[src/dpd_pkg.sv]
// Shared types and constants for the debug packet deframer.
// No dependencies; imported by every module of the block.
package dpd_pkg;

	localparam int unsigned BYTE_W  = 8;
	localparam int unsigned KIND_W  = 2;
	localparam int unsigned LEN_W   = 13;
	localparam int unsigned LIMIT_W = 4;
	localparam int unsigned NIB_W   = 4;

	localparam logic [BYTE_W-1:0] START_MARK = 8'h24;
	localparam logic [BYTE_W-1:0] END_MARK   = 8'h23;
	localparam logic [BYTE_W-1:0] ACK_OK     = 8'h2B;
	localparam logic [BYTE_W-1:0] ACK_BAD    = 8'h2D;
	localparam logic [BYTE_W-1:0] ACK_NONE   = 8'h00;
	localparam logic [LEN_W-1:0]  LEN_MAX    = 13'd8191;

	localparam logic [LIMIT_W-1:0] LIMIT_RESET = 4'd10;

	localparam logic [KIND_W-1:0] KIND_PAYLOAD = 2'd0;
	localparam logic [KIND_W-1:0] KIND_ACCEPT  = 2'd1;
	localparam logic [KIND_W-1:0] KIND_REJECT  = 2'd2;
	localparam logic [KIND_W-1:0] KIND_GIVEUP  = 2'd3;

	typedef enum logic [3:0] {
		PH_HUNT    = 4'b0001,
		PH_PAYLOAD = 4'b0010,
		PH_DIGIT1  = 4'b0100,
		PH_DIGIT2  = 4'b1000
	} phase_t;

	typedef struct packed {
		logic [KIND_W-1:0] kind;
		logic [BYTE_W-1:0] payload;
		logic [BYTE_W-1:0] ack;
		logic [LEN_W-1:0]  length;
	} result_t;

	typedef struct packed {
		logic              bad;
		logic [NIB_W-1:0]  value;
	} hex_t;

	function automatic hex_t hex_decode(input logic [BYTE_W-1:0] b);
		hex_t h;
		h.bad   = 1'b0;
		h.value = '0;
		if (b >= 8'h30 && b <= 8'h39) begin
			h.value = NIB_W'(b - 8'h30);
		end else if (b >= 8'h61 && b <= 8'h66) begin
			h.value = NIB_W'(b - 8'h57);
		end else if (b >= 8'h41 && b <= 8'h46) begin
			h.value = NIB_W'(b - 8'h37);
		end else begin
			h.bad = 1'b1;
		end
		return h;
	endfunction

endpackage

[src/dpd_in_reg.sv]
// Input register stage of the debug packet deframer.
// Depends on dpd_pkg for the byte width.
module dpd_in_reg (
	input  logic                      clk,
	input  logic                      arst_n,
	input  logic                      in_valid,
	output logic                      in_ready,
	input  logic [dpd_pkg::BYTE_W-1:0] rx_byte,
	input  logic                      advance,
	output logic                      valid_s1,
	output logic [dpd_pkg::BYTE_W-1:0] byte_s1
);
	import dpd_pkg::*;

	assign in_ready = !valid_s1 || advance;

	always_ff @(posedge clk or negedge arst_n) begin
		if (!arst_n) begin
			valid_s1 <= 1'b0;
		end else if (in_ready) begin
			valid_s1 <= in_valid;
		end
	end

	always_ff @(posedge clk) begin
		if (in_ready && in_valid) begin
			byte_s1 <= rx_byte;
		end
	end

endmodule

[src/dpd_core.sv]
// Framing state machine, checksum and retry count of the debug packet deframer.
// Depends on dpd_pkg for the phase type, result record and hex decoder.
module dpd_core #(
	parameter int unsigned MAX_PAYLOAD = 4096
) (
	input  logic                        clk,
	input  logic                        arst_n,
	input  logic                        cfg_we,
	input  logic [dpd_pkg::LIMIT_W-1:0] cfg_wdata,
	input  logic                        advance,
	input  logic [dpd_pkg::BYTE_W-1:0]  byte_s1,
	output logic                        has_result,
	output dpd_pkg::result_t            result
);
	import dpd_pkg::*;

	localparam int unsigned CNT_W = $clog2(MAX_PAYLOAD + 1);
	localparam logic [CNT_W-1:0] CNT_LIMIT = CNT_W'(MAX_PAYLOAD);

	phase_t             phase_q, phase_d;
	logic [BYTE_W-1:0]  sum_q, sum_d;
	logic [CNT_W-1:0]   cnt_q, cnt_d;
	logic [NIB_W-1:0]   hi_q, hi_d;
	logic               bad_q, bad_d;
	logic [LIMIT_W-1:0] rc_q, rc_d, rc_inc;
	logic [LIMIT_W-1:0] limit_q;
	logic               finish, good;
	hex_t               hex;
	logic [31:0]        cnt_ext;

	assign hex     = hex_decode(byte_s1);
	assign rc_inc  = rc_q + LIMIT_W'(1);
	assign cnt_ext = 32'(cnt_d);

	always_comb begin
		phase_d        = phase_q;
		sum_d          = sum_q;
		cnt_d          = cnt_q;
		hi_d           = hi_q;
		bad_d          = bad_q;
		rc_d           = rc_q;
		finish         = 1'b0;
		good           = 1'b0;
		has_result     = 1'b0;
		result.kind    = KIND_PAYLOAD;
		result.payload = '0;
		result.ack     = ACK_NONE;
		result.length  = '0;
		unique case (phase_q)
			PH_HUNT: begin
				if (byte_s1 == START_MARK) begin
					phase_d = PH_PAYLOAD;
					sum_d   = '0;
					cnt_d   = '0;
					hi_d    = '0;
					bad_d   = 1'b0;
				end
			end
			PH_PAYLOAD: begin
				if (byte_s1 == END_MARK) begin
					phase_d = PH_DIGIT1;
				end else begin
					sum_d = sum_q + byte_s1;
					cnt_d = cnt_q + CNT_W'(1);
					if (cnt_d == CNT_LIMIT) begin
						finish = 1'b1;
					end else begin
						has_result     = 1'b1;
						result.payload = byte_s1;
					end
				end
			end
			PH_DIGIT1: begin
				phase_d = PH_DIGIT2;
				bad_d   = bad_q | hex.bad;
				hi_d    = hex.bad ? '0 : hex.value;
			end
			PH_DIGIT2: begin
				finish = 1'b1;
				good   = !bad_q && !hex.bad && ({hi_q, hex.value} == sum_q);
			end
			default: begin
				phase_d = PH_HUNT;
			end
		endcase
		if (finish) begin
			has_result    = 1'b1;
			phase_d       = PH_HUNT;
			result.length = (cnt_ext > 32'(LEN_MAX)) ? LEN_MAX : cnt_ext[LEN_W-1:0];
			if (good) begin
				rc_d        = '0;
				result.kind = KIND_ACCEPT;
				result.ack  = ACK_OK;
			end else begin
				result.ack = ACK_BAD;
				if (rc_inc >= limit_q) begin
					rc_d        = '0;
					result.kind = KIND_GIVEUP;
				end else begin
					rc_d        = rc_inc;
					result.kind = KIND_REJECT;
				end
			end
		end
	end

	always_ff @(posedge clk or negedge arst_n) begin
		if (!arst_n) begin
			phase_q <= PH_HUNT;
			sum_q   <= '0;
			cnt_q   <= '0;
			hi_q    <= '0;
			bad_q   <= 1'b0;
			rc_q    <= '0;
		end else if (advance) begin
			phase_q <= phase_d;
			sum_q   <= sum_d;
			cnt_q   <= cnt_d;
			hi_q    <= hi_d;
			bad_q   <= bad_d;
			rc_q    <= rc_d;
		end
	end

	always_ff @(posedge clk or negedge arst_n) begin
		if (!arst_n) begin
			limit_q <= LIMIT_RESET;
		end else if (cfg_we) begin
			limit_q <= cfg_wdata;
		end
	end

endmodule

[src/dpd_out_reg.sv]
// Result register of the debug packet deframer.
// Depends on dpd_pkg for the result record and field widths.
module dpd_out_reg (
	input  logic                       clk,
	input  logic                       arst_n,
	input  logic                       load,
	input  dpd_pkg::result_t           result,
	output logic                       out_valid,
	input  logic                       out_ready,
	output logic [dpd_pkg::KIND_W-1:0] result_kind,
	output logic [dpd_pkg::BYTE_W-1:0] payload_byte,
	output logic [dpd_pkg::BYTE_W-1:0] ack_byte,
	output logic [dpd_pkg::LEN_W-1:0]  packet_length
);
	import dpd_pkg::*;

	result_t res_q;

	always_ff @(posedge clk or negedge arst_n) begin
		if (!arst_n) begin
			out_valid <= 1'b0;
		end else if (load) begin
			out_valid <= 1'b1;
		end else if (out_ready) begin
			out_valid <= 1'b0;
		end
	end

	always_ff @(posedge clk) begin
		if (load) begin
			res_q <= result;
		end
	end

	assign result_kind   = res_q.kind;
	assign payload_byte  = res_q.payload;
	assign ack_byte      = res_q.ack;
	assign packet_length = res_q.length;

endmodule

[src/debug_packet_deframer_top.sv]
// Debug packet deframer: receive side of a remote-debug serial link.
// Channels: in_valid/in_ready carry rx_byte, one received serial byte per
// transaction. out_valid/out_ready carry one result per transaction:
// result_kind, payload_byte, ack_byte and packet_length. Bytes before '$'
// give no result; payload bytes come out one by one; the second checksum
// digit, or an overlong payload, closes the packet with accept, reject or
// give-up. cfg_we/cfg_wdata write the attempt limit (reset value 10).
// Input bytes are registered in the input register, results in the output
// register. Throughput: one byte per cycle unless a result waits on a full
// output, set by the single pass of framing logic between the two registers.
// Reset clears both registers' valid flags, the framing state (hunting for
// '$') and the reject count. When the receiver stalls, the result is held
// and the input register holds one further byte; input ready drops only
// while a byte that needs an output slot is waiting on a full output.
// Depends on dpd_pkg, dpd_in_reg, dpd_core and dpd_out_reg.
module debug_packet_deframer_top #(
	parameter int unsigned MAX_PAYLOAD = 4096
) (
	input  logic                        clk,
	input  logic                        arst_n,
	input  logic                        in_valid,
	output logic                        in_ready,
	input  logic [dpd_pkg::BYTE_W-1:0]  rx_byte,
	output logic                        out_valid,
	input  logic                        out_ready,
	output logic [dpd_pkg::KIND_W-1:0]  result_kind,
	output logic [dpd_pkg::BYTE_W-1:0]  payload_byte,
	output logic [dpd_pkg::BYTE_W-1:0]  ack_byte,
	output logic [dpd_pkg::LEN_W-1:0]   packet_length,
	input  logic                        cfg_we,
	input  logic [dpd_pkg::LIMIT_W-1:0] cfg_wdata
);
	import dpd_pkg::*;

	logic              valid_s1;
	logic [BYTE_W-1:0] byte_s1;
	logic              advance;
	logic              has_result;
	result_t           result;

	assign advance = valid_s1 && (!has_result || !out_valid || out_ready);

	dpd_in_reg u_in_reg (
		.clk      (clk),
		.arst_n   (arst_n),
		.in_valid (in_valid),
		.in_ready (in_ready),
		.rx_byte  (rx_byte),
		.advance  (advance),
		.valid_s1 (valid_s1),
		.byte_s1  (byte_s1)
	);

	dpd_core #(
		.MAX_PAYLOAD (MAX_PAYLOAD)
	) u_core (
		.clk        (clk),
		.arst_n     (arst_n),
		.cfg_we     (cfg_we),
		.cfg_wdata  (cfg_wdata),
		.advance    (advance),
		.byte_s1    (byte_s1),
		.has_result (has_result),
		.result     (result)
	);

	dpd_out_reg u_out_reg (
		.clk           (clk),
		.arst_n        (arst_n),
		.load          (advance && has_result),
		.result        (result),
		.out_valid     (out_valid),
		.out_ready     (out_ready),
		.result_kind   (result_kind),
		.payload_byte  (payload_byte),
		.ack_byte      (ack_byte),
		.packet_length (packet_length)
	);

endmodule

[config.mk]
export PLATFORM = sky130hd
export DESIGN_NAME = debug_packet_deframer_top
export DESIGN_NICKNAME = d
export VERILOG_FILES = /design/src/dpd_pkg.sv /design/src/dpd_in_reg.sv /design/src/dpd_core.sv /design/src/dpd_out_reg.sv /design/src/debug_packet_deframer_top.sv
export SDC_FILE = /design/constraint.sdc
export NUM_CORES = 1
export LEC_CHECK = 0
export ABC_AREA = 1
export ABC_CLOCK_PERIOD_IN_PS = 3500
export BUFFER_PORTS_ARGS = -buffer_cell sky130_fd_sc_hd__buf_4
export CELL_PAD_IN_SITES_DETAIL_PLACEMENT = 2
export CELL_PAD_IN_SITES_GLOBAL_PLACEMENT = 2
export CORE_MARGIN = 2
export CORE_UTILIZATION = 38
export DETAILED_ROUTE_END_ITERATION = 16
export PLACE_DENSITY_LB_ADDON = 0.1
export SYNTH_ARGS = -nofsm -noshare
export SYNTH_HDL_FRONTEND = slang
export SYNTH_SLANG_ARGS = --single-unit
[constraint.sdc]
create_clock -name clk -period 3.5 [get_ports clk]
set_clock_uncertainty 0.15 [all_clocks]
set_input_delay 1.05 -clock clk [delete_from_list [all_inputs] [get_ports clk]]
set_output_delay 1.05 -clock clk [all_outputs]
set_load 0.005 [all_outputs]
Word level (Yosys, flattened, before mapping)

Cells that the tools add are included.

Flip-flop bits (word level): 79
Input port bits: 17

Reduce and logical (&&, ||, !) cells: 25
Order comparisons: 8
Muxes and demuxes: 37
Equal/unequal tests: 13
Bitwise gates (word level): 3
Add/sub/neg operators: 6

Operators by type and width:

| kind                  | number |
|---|---|
| $mux 4                | 10 |
| $mux 13               | 3 |
| $pmux 13 s2           | 1 |
| $eq 8x6->1 const B    | 2 |
| $ge 8x7->1 const B    | 2 |
| $le 8x7->1 const B    | 2 |
| $mux 8                | 2 |
| $pmux 4 s4            | 1 |
| $pmux 8 s2            | 1 |
| $mux 1                | 15 |
| $add 13x1->13 const B | 1 |
| $eq 13x13->1 const B  | 1 |
| $gt 13x13->1 const B  | 1 |
| $add 8x8->8           | 1 |
| $eq 8x8->1            | 1 |
| $ge 8x6->1 const B    | 1 |
| $le 8x6->1 const B    | 1 |
| $logic_and 1x1->1     | 8 |
| $pmux 4 s2            | 1 |
| $reduce_and 4->1      | 2 |
| $sub 4x3->4 const B   | 2 |
| $ne 3x1->1 const B    | 2 |
| $reduce_bool 2->1     | 3 |
| $logic_not 1->1       | 5 |
| 18 further kinds      | 23 |

Logic depth before layout (Yosys ltp)

Gate-level depths: netlist (run 1).

Word-level depth: 12
Mapped depth: 15
Gate-level depth less buffers: 15

Cells and area by module

A second synthesis (run 1) with hierarchy kept.

Cell total of the unflattened synthesis: 483
Area total of the unflattened synthesis: 4237.8 µm²

By module, submodules not included:

| module                    | cells each | instances | area an instance (µm²) |
|---|---|---|---|
| dpd_core                  | 427        | 1         | 2947.8 |
| dpd_out_reg               | 36         | 1         | 970.9 |
| dpd_in_reg                | 14         | 1         | 285.3 |
| debug_packet_deframer_top | 6          | 1         | 33.8 |

Least setup slack after synthesis (run 1)

No wires, ideal clock.

Path kind: input port to output port
Start: in out_ready
End: out in_ready
Setup slack: 1.029 ns
Arrival: 1.271 ns
Cell stages on the path: 2
Required time: 2.300 ns
Path buffers: 0
Path through: inv_1 -> nand4_1

Word-level cells in the longest chain between the ends: 3

RTL lines:

| what              | RTL line                        | RTL |
|---|---|---|
| start, declared   | debug_packet_deframer_top.sv:25 | `input logic out_ready,` |
| $logic_or 1x1->1  | debug_packet_deframer_top.sv:41 | `assign advance = valid_s1 && (!has_result \|\| !out_valid \|\| out_ready);` |
| $logic_and 1x1->1 | debug_packet_deframer_top.sv:41 |  |
| $logic_or 1x1->1  | dpd_in_reg.sv:15                | `assign in_ready = !valid_s1 \|\| advance;` |
| end, declared     | debug_packet_deframer_top.sv:22 | `output logic in_ready,` |

No other way between the ends.

Worst setup path after layout (run 1)

Start: reg u_in_reg.byte_s1[0] (netlist name)
End: out in_ready

Word-level cells in the longest chain between the ends: 9

RTL lines:

| what                                        | RTL line                        | RTL |
|---|---|---|
| start, declared                             | dpd_in_reg.sv:11                | `output logic [dpd_pkg::BYTE_W-1:0] byte_s1` |
| start signal, assigned                      | dpd_in_reg.sv:27                | `byte_s1 <= rx_byte;` |
| $eq 8x6->1 *                                | dpd_core.sv:60                  | `if (byte_s1 == END_MARK) begin` |
| $mux 1                                      | dpd_core.sv:60                  |  |
| $pmux 1 s2 / $mux 1 (equally long branches) | dpd_core.sv:49                  | `unique case (phase_q)` |
| $mux 1 *                                    | dpd_core.sv:86                  | `if (finish) begin` |
| $logic_not 1->1 *                           | debug_packet_deframer_top.sv:41 |  |
| $logic_or 1x1->1 * (2 in a row)             | debug_packet_deframer_top.sv:41 |  |
| $logic_and 1x1->1 *                         | debug_packet_deframer_top.sv:41 |  |
| $logic_or 1x1->1 *                          | dpd_in_reg.sv:15                |  |

Mark *: on every way between the ends. The rest lies on a longest branch, timed or not.

==> run summary, run 1 <==
Status -> finished, final reports clean
IO Port Bufs -> 46
Initial antenna violation count -> 0
Top cell type's share of synthesized area -> 0.2448
Cells after synthesis -> 482
Worst VDD drop -> 0.0001790 V
RSZ-0062 raised after global routing -> false
Area Overhead vs Synth -> 16.20%
Max-slew headroom -> 0.6197
First-pass GRT wire length -> 20200 um
Core area -> 0.01079 mm2
Overflow after GRT -> 0
Arr. time, crit path -> 1.97 ns
Max cap viols -> 0
Worst slew pin tran -> 0.5705 ns
Cts bufs inserted -> 9
# hold bufs at CTS -> 0
Critical Path Source -> u_in_reg.byte_s1[0]$_DFFE_PP_
Fraction of layout cells with a size suffix above 1 -> 0.1970
Final WS setup -> 0.3286 ns
Worst Hold Class -> register to register
Number of synthesized register bits -> 74
Critical Path Sink Type -> output port
Die area -> 0.01183 mm2
Ant. Diodes -> 0
Sequential share of power -> 0.500
Post-synth EDFFs -> 34
Post-route DRC -> 0
Vias per inst -> 5.077
Async SR Flop Fraction -> 0.5405
I/O pins -> 50
RD Place Congestion -> 0.8359
Fill count -> 1241
Sw frac -> 0.2993
Mapped cell area -> 0.004172 mm2
Setup Fix Bufs, Post-CTS -> 0
Min-delay src -> u_core.limit_q[1]$_DFFE_PN1P_
Largest net degree at the start of global routing -> 41
Top area cells in the synthesized netlist -> edfxtp_1 (24%), dfrtp_1 (22%), nand2_1 (10%)
Fmax -> 315.3 MHz
Vias in the first global route -> 3896
Initial drt markers -> 93
Setup TNS -> 0 ns
H-tree Lvls -> 3
Reg2Reg Setup Slack -> 0.71 ns
Mean Syn Cell Area -> 8.655 um2
Internal power -> 0.001394 W
Final Hold Viols -> 0
Via count -> 3442
Final setup vio count -> 0
Combinational power share -> 0.160
Highest-count cells in the layout ignoring fill and taps -> nand2_1 (115), inv_1 (74), buf_4 (49)
Sw power -> 0.0005953 W
CTS tree -> yes
Synth Warn # -> 0
Most common library cell in the layout ignoring fill and taps -> nand2_1
CP required -> 2.30 ns
Final Power -> 0.001989 W
Post-Place Cells -> 662
Worst setup SP type -> register
Initial Util -> 0.3865
DRT antenna net count -> 0
Pre-CTS setup slack -> 0.7211 ns
Die Wd -> 108.8 um
Max clock buf depth -> 2
Post-layout minimum cycle time -> 3.171 ns
Root Driver -> clkbuf_8
Hpwl dp -> 9384 um
Clock sink total -> 74
Worst-path fanout max -> 6
Worst-Skew Late Latency -> 0.35 ns
Cell taking the most area after synthesis -> edfxtp_1
FF-to-FF Start -> u_in_reg.byte_s1[1]$_DFFE_PP_
NumNets Final -> 568
Clock Power Share -> 0.340
Pwr/cell area -> 410.3 mW/mm2
First-pass iteration count of the detailed router -> 4
Final WL -> 12220 um
Sequential cell area fraction in the yosys report -> 0.4856
Setup Crit Path Kind -> register to output port
Rows -> 38
Die height -> 108.8 um
Slew Viols, Final -> 0
Yosys cell types -> 40
Fin crit share -> 0.9061
Post_cts resized -> 0
Final Non-Filler Cells -> 678
Total track usage -> 0.2265
Static Leak -> 2.286 nW
Routed WL per cell -> 18.03 um
Most frequently used flop master after synthesis -> dfrtp_1
Clock transition at path regs -> 0.08 ns
## worst max-delay path: stages (launching register included)
cell      delay [ns]
edfxtp_1        0.52
ha_1            0.30
nand4_1         0.18
nand2_1         0.13
nand2_2         0.17
nand4_1         0.15
buf_4           0.17
## cell usage after synthesis (all sizes together), types with 3 or more instances
master and instances:
nand2 124, inv 78, nor2 48, dfrtp 37, nand3 36, edfxtp 34, o21ai 33, ha 17
a21oi 11, buf 10, nand4 10, o22ai 10, xor2 10, nor3 5, xnor2 5, dfstp 3
## cell type report
type	count	area, um2	area share
Clock buffer	13	180.2	0.03717
Inverter	78	295.3	0.06092
Timing Repair Buffer	49	367.9	0.07589
Multi-Input combinational cell	321	1783	0.3678
Clock inverter	3	20.02	0.004130
Tap cell	140	175.2	0.03614
Sequential cell	74	2026	0.4179
## through the flow
stage | util | hold WS [ns] | cell area, um2
5_1_grt | 0.4491 | 0.3854 | 4847
6_report | 0.4491 | 0.3625 | 4847
4_1_cts | 0.4491 | 0.3698 | 4847
3_3_place_gp | 0.4306 | 0.3338 | 4647
2_1_floorplan | - | 0.3137 | 4179
3_5_place_dp | 0.4306 | 0.3530 | 4647
## state kept, by name, summed over array words and instances, names as in the netlist
register,cells
u_core.hi_q,4
u_in_reg.byte_s1,8
u_core.cnt_q,13
u_core.sum_q,8
u_out_reg.packet_length,13
u_in_reg.valid_s1,1
u_core.bad_q,1
u_out_reg.ack_byte,3
u_out_reg.payload_byte,8
u_core.phase_q,4
u_core.rc_q,4
u_core.limit_q,4
u_out_reg.out_valid,1
u_out_reg.result_kind,2
## metal layers
metal / up-vias / routed length, um / GRT usage / part of all wire
met5: - / 0 / 0 / 0
met4: 0 / 191 / 0.07051 / 0.016
met3: 14 / 368 / 0.03586 / 0.030
met2: 47 / 6202 / 0.3991 / 0.51
met1: 1732 / 5459 / 0.2846 / 0.45
li1: 1649 / - / - / -
## power by group through the flow
stage	Combinational, W	Clock [W]	Sequential (W)
after floorplan	0.000218	0	0.000997
after global placement	0.000300	0	0.00101
after detailed placement	0.000317	0	0.00101
after CTS	0.000319	0.000696	0.000994
after global routing	0.000358	0.000727	0.00100
final	0.000319	0.000676	0.000994
## kinds of logic after synthesis
logic type	Yosys count	share of synthesized area
buffers and inverters	89	0.08878
adders and majority gates	18	0.05579
other	1	0.0008990
AOI/OAI and AO/OA	58	0.07559
and+or+nand+nor	226	0.2573
muxes	1	0.002699
xor gates and xnor gates	15	0.03329
DFF	74	0.4856
## final timing paths
check,to,depth (start not counted)
max in group asynchronous,u_core.hi_q[2]$_DFFE_PN0P_,1
hold reg to reg,u_core.limit_q[1]$_DFFE_PN1P_,2
setup reg to reg,u_out_reg.result_kind[1]$_SDFFCE_PP0P_,13
hold / removal,u_core.limit_q[1]$_DFFE_PN1P_,2
min in group asynchronous,u_core.cnt_q[11]$_DFFE_PN0N_,1
setup / recovery,in_ready,6
Note: power is estimated with default switching activity, not from simulation.
==> run 2: changes to the inputs <==
--- a/config.mk
+++ b/config.mk
@@ -6,13 +6,14 @@
 export NUM_CORES = 1
 export LEC_CHECK = 0
 export ABC_AREA = 1
-export ABC_CLOCK_PERIOD_IN_PS = 3500
+export ABC_CLOCK_PERIOD_IN_PS = 3050
 export BUFFER_PORTS_ARGS = -buffer_cell sky130_fd_sc_hd__buf_4
 export CELL_PAD_IN_SITES_DETAIL_PLACEMENT = 2
 export CELL_PAD_IN_SITES_GLOBAL_PLACEMENT = 2
 export CORE_MARGIN = 2
-export CORE_UTILIZATION = 38
+export CORE_UTILIZATION = 36
 export DETAILED_ROUTE_END_ITERATION = 16
+export MAX_ROUTING_LAYER = met4
 export PLACE_DENSITY_LB_ADDON = 0.1
 export SYNTH_ARGS = -nofsm -noshare
 export SYNTH_HDL_FRONTEND = slang
==> constraint.sdc (replaced) <==
create_clock -name clk -period 3.05 [get_ports clk]
set_clock_uncertainty 0.15 [all_clocks]
set_input_delay 0.915 -clock clk [delete_from_list [all_inputs] [get_ports clk]]
set_output_delay 0.915 -clock clk [all_outputs]
set_load 0.005 [all_outputs]
==> run summary, run 2 (synthesized netlist as in run 1, its figures left out) <==
Final setup vio count -> 0 (unchanged)
Worst slew pin tran -> 0.5836 ns (was 0.5705 ns)
Die height -> 111.6 um (was 108.8 um)
Initial antenna violation count -> 0 (unchanged)
RD Place Congestion -> 0.7954 (was 0.8359)
Clock transition at path regs -> 0.06 ns (was 0.08 ns)
Multi-input gate area -> 0.001783 mm2 (unchanged)
Placed Area -> 0.004651 mm2 (was 0.004647 mm2)
First-pass iteration count of the detailed router -> 4 (unchanged)
Critical Path Sink Type -> output port (unchanged)
Slew Viols, Final -> 0 (unchanged)
Worst Hold Class -> register to register (unchanged)
Initial Util -> 0.3669 (was 0.3865)
Register area -> 0.002026 mm2 (unchanged)
Routed WL per cell -> 17.59 um (was 18.03 um)
Post-route DRC -> 0 (unchanged)
First-pass GRT wire length -> 20180 um (was 20200 um)
Most common library cell in the layout ignoring fill and taps -> nand2_1 (unchanged)
Root Driver -> clkbuf_16 (was clkbuf_8)
Arr. time, crit path -> 1.84 ns (was 1.97 ns)
Area Overhead vs Synth -> 20.97% (was 16.20%)
Cts bufs inserted -> 9 (unchanged)
Ant. Diodes -> 0 (unchanged)
Overflow after GRT -> 0 (unchanged)
Via count -> 3441 (was 3442)
Status -> finished, final reports clean (unchanged)
Static Leak -> 2.387 nW (was 2.286 nW)
Setup Crit Path Kind -> register to output port (unchanged)
Max clock buf depth -> 2 (unchanged)
Vias per inst -> 5.016 (was 5.077)
Worst-Skew Late Latency -> 0.35 ns (about the same)
IO Port Bufs -> 46 (unchanged)
Post-layout minimum cycle time -> 2.907 ns
Total track usage -> 0.2133 (was 0.2265)
Fin crit share -> 0.9530
Largest net degree at the start of global routing -> 41 (unchanged)
Fmax -> 344.0 MHz
Clock sink total -> 74 (unchanged)
Max cap viols -> 0 (unchanged)
H-tree Lvls -> 3 (unchanged)
I/O pins -> 50 (unchanged)
Highest-count cells in the layout ignoring fill and taps -> nand2_1 (115), inv_1 (74), buf_4 (54) (was nand2_1 (115), inv_1 (74), buf_4 (49))
Core area -> 0.01137 mm2 (was 0.01079 mm2)
Die area -> 0.01246 mm2 (was 0.01183 mm2)
CTS tree -> yes (unchanged)
RSZ-0062 raised after global routing -> false (unchanged)
NumNets Final -> 573 (was 568)
Max-slew headroom -> 0.6109 (was 0.6197)
Worst setup SP type -> register (unchanged)
Fraction of layout cells with a size suffix above 1 -> 0.2026 (was 0.1970)
Setup TNS -> 0 ns (unchanged)
# hold bufs at CTS -> 0 (unchanged)
Fill count -> 1271 (was 1241)
Vias in the first global route -> 3760 (was 3896)
Die Wd -> 111.6 um (was 108.8 um)
Fin area -> 0.005046 mm2 (was 0.004847 mm2)
CP required -> 1.98 ns (was 2.30 ns)
Final WL -> 12070 um (was 12220 um)
Pwr/cell area -> 559.1 mW/mm2 (was 410.3 mW/mm2)
Worst-path fanout max -> 5 (was 6)
Rows -> 39 (was 38)
DRT antenna net count -> 0 (unchanged)
Initial drt markers -> 87 (was 93)
Worst VDD drop -> 0.0003028 V (was 0.0001790 V)
Hpwl dp -> 9061 um (was 9384 um)
Final Hold Viols -> 0 (unchanged)
run 2: cell types whose count changed in the layout (fill, tap and decap cells not counted), sizes merged:
cell	change
bufinv	+4
clkinv	+1
buf	+5
clkbuf	-3
clkinvlp	-2
run 2: timing repair:
item                                    in CTS  in global routing
buffers inserted                             0                  5
endpoints found under the setup margin       0                  1
gates resized for setup                      0                  0
run 2: path summary, 6_finish.rpt:
kind                       slack [ns]                                     end                          start  cells after the start
setup / recovery                 0.14                                in_ready  u_in_reg.byte_s1[6]$_DFFE_PP_                      8
hold / removal                   0.34           u_core.limit_q[1]$_DFFE_PN1P_  u_core.limit_q[1]$_DFFE_PN1P_                      2
setup reg to reg                 0.39  u_out_reg.result_kind[1]$_SDFFCE_PP0P_    u_core.cnt_q[0]$_DFFE_PN0N_                     13
min in group asynchronous        0.41             u_core.cnt_q[3]$_DFFE_PN0N_                         arst_n                      1
max in group asynchronous        1.94           u_in_reg.valid_s1$_DFFE_PN0P_                         arst_n                      1
hold reg to reg                  0.34           u_core.limit_q[1]$_DFFE_PN1P_  u_core.limit_q[1]$_DFFE_PN1P_                      2
run 2: worst max-delay path: stages, from the launching register on:
cell and delay, ns:
edfxtp_1 0.42, inv_1 0.10, nand2_1 0.10, nor2_2 0.14
nand4_1 0.19, nand2_1 0.15, nand2_2 0.12, nand4_1 0.15
buf_4 0.12
run 2: cell type report:
cell class,instances,share of cell area
clock buffer,10,0.04538
multi-input combinational,321,0.3533
tap,143,0.03546
inverter,78,0.05852
sequential,74,0.4014
clock inverter,6,0.02554
timing repair buffer,54,0.08034
run 2: metal layers:
| layer | share of wire | up-vias | routed length, um | track usage |
|---|---|---|---|---|
| li1 | - | 1658 | - | - |
| met2 | 0.49 | 40 | 5930 | 0.3483 |
| met1 | 0.47 | 1729 | 5671 | 0.2710 |
| met5 | 0 | - | 0 | - |
| met3 | 0.019 | 14 | 233 | 0.02940 |
| met4 | 0.019 | 0 | 234 | 0.07984 |
run 2: stage by stage:
| stage | hold WS (ns) | utilization | setup WS [ns] | power [W] | instances |
|---|---|---|---|---|---|
| detailed placement | 0.3439 | 0.4090 | 0.3536 | 0.001523 | 665 |
| floorplan | 0.3137 | - | 0.7447 | 0.001394 | 484 |
| global placement | 0.3352 | 0.4090 | 0.5338 | 0.001503 | 665 |
| finish | 0.3437 | 0.4438 | 0.1433 | 0.002821 | 686 |
| CTS | 0.3528 | 0.4405 | 0.06966 | 0.002845 | 681 |
| global route | 0.3683 | 0.4438 | 0.006511 | 0.002951 | 686 |
run 2: power by group:
| group | total, W | switching, W | internal [W] |
|---|---|---|---|
| Sequential | 0.00114 | 0.0000462 | 0.00109 |
| Clock | 0.00131 | 0.000432 | 0.000878 |
| Combinational | 0.000371 | 0.000248 | 0.000123 |
| Total | 0.00282 | 0.000726 | 0.00210 |
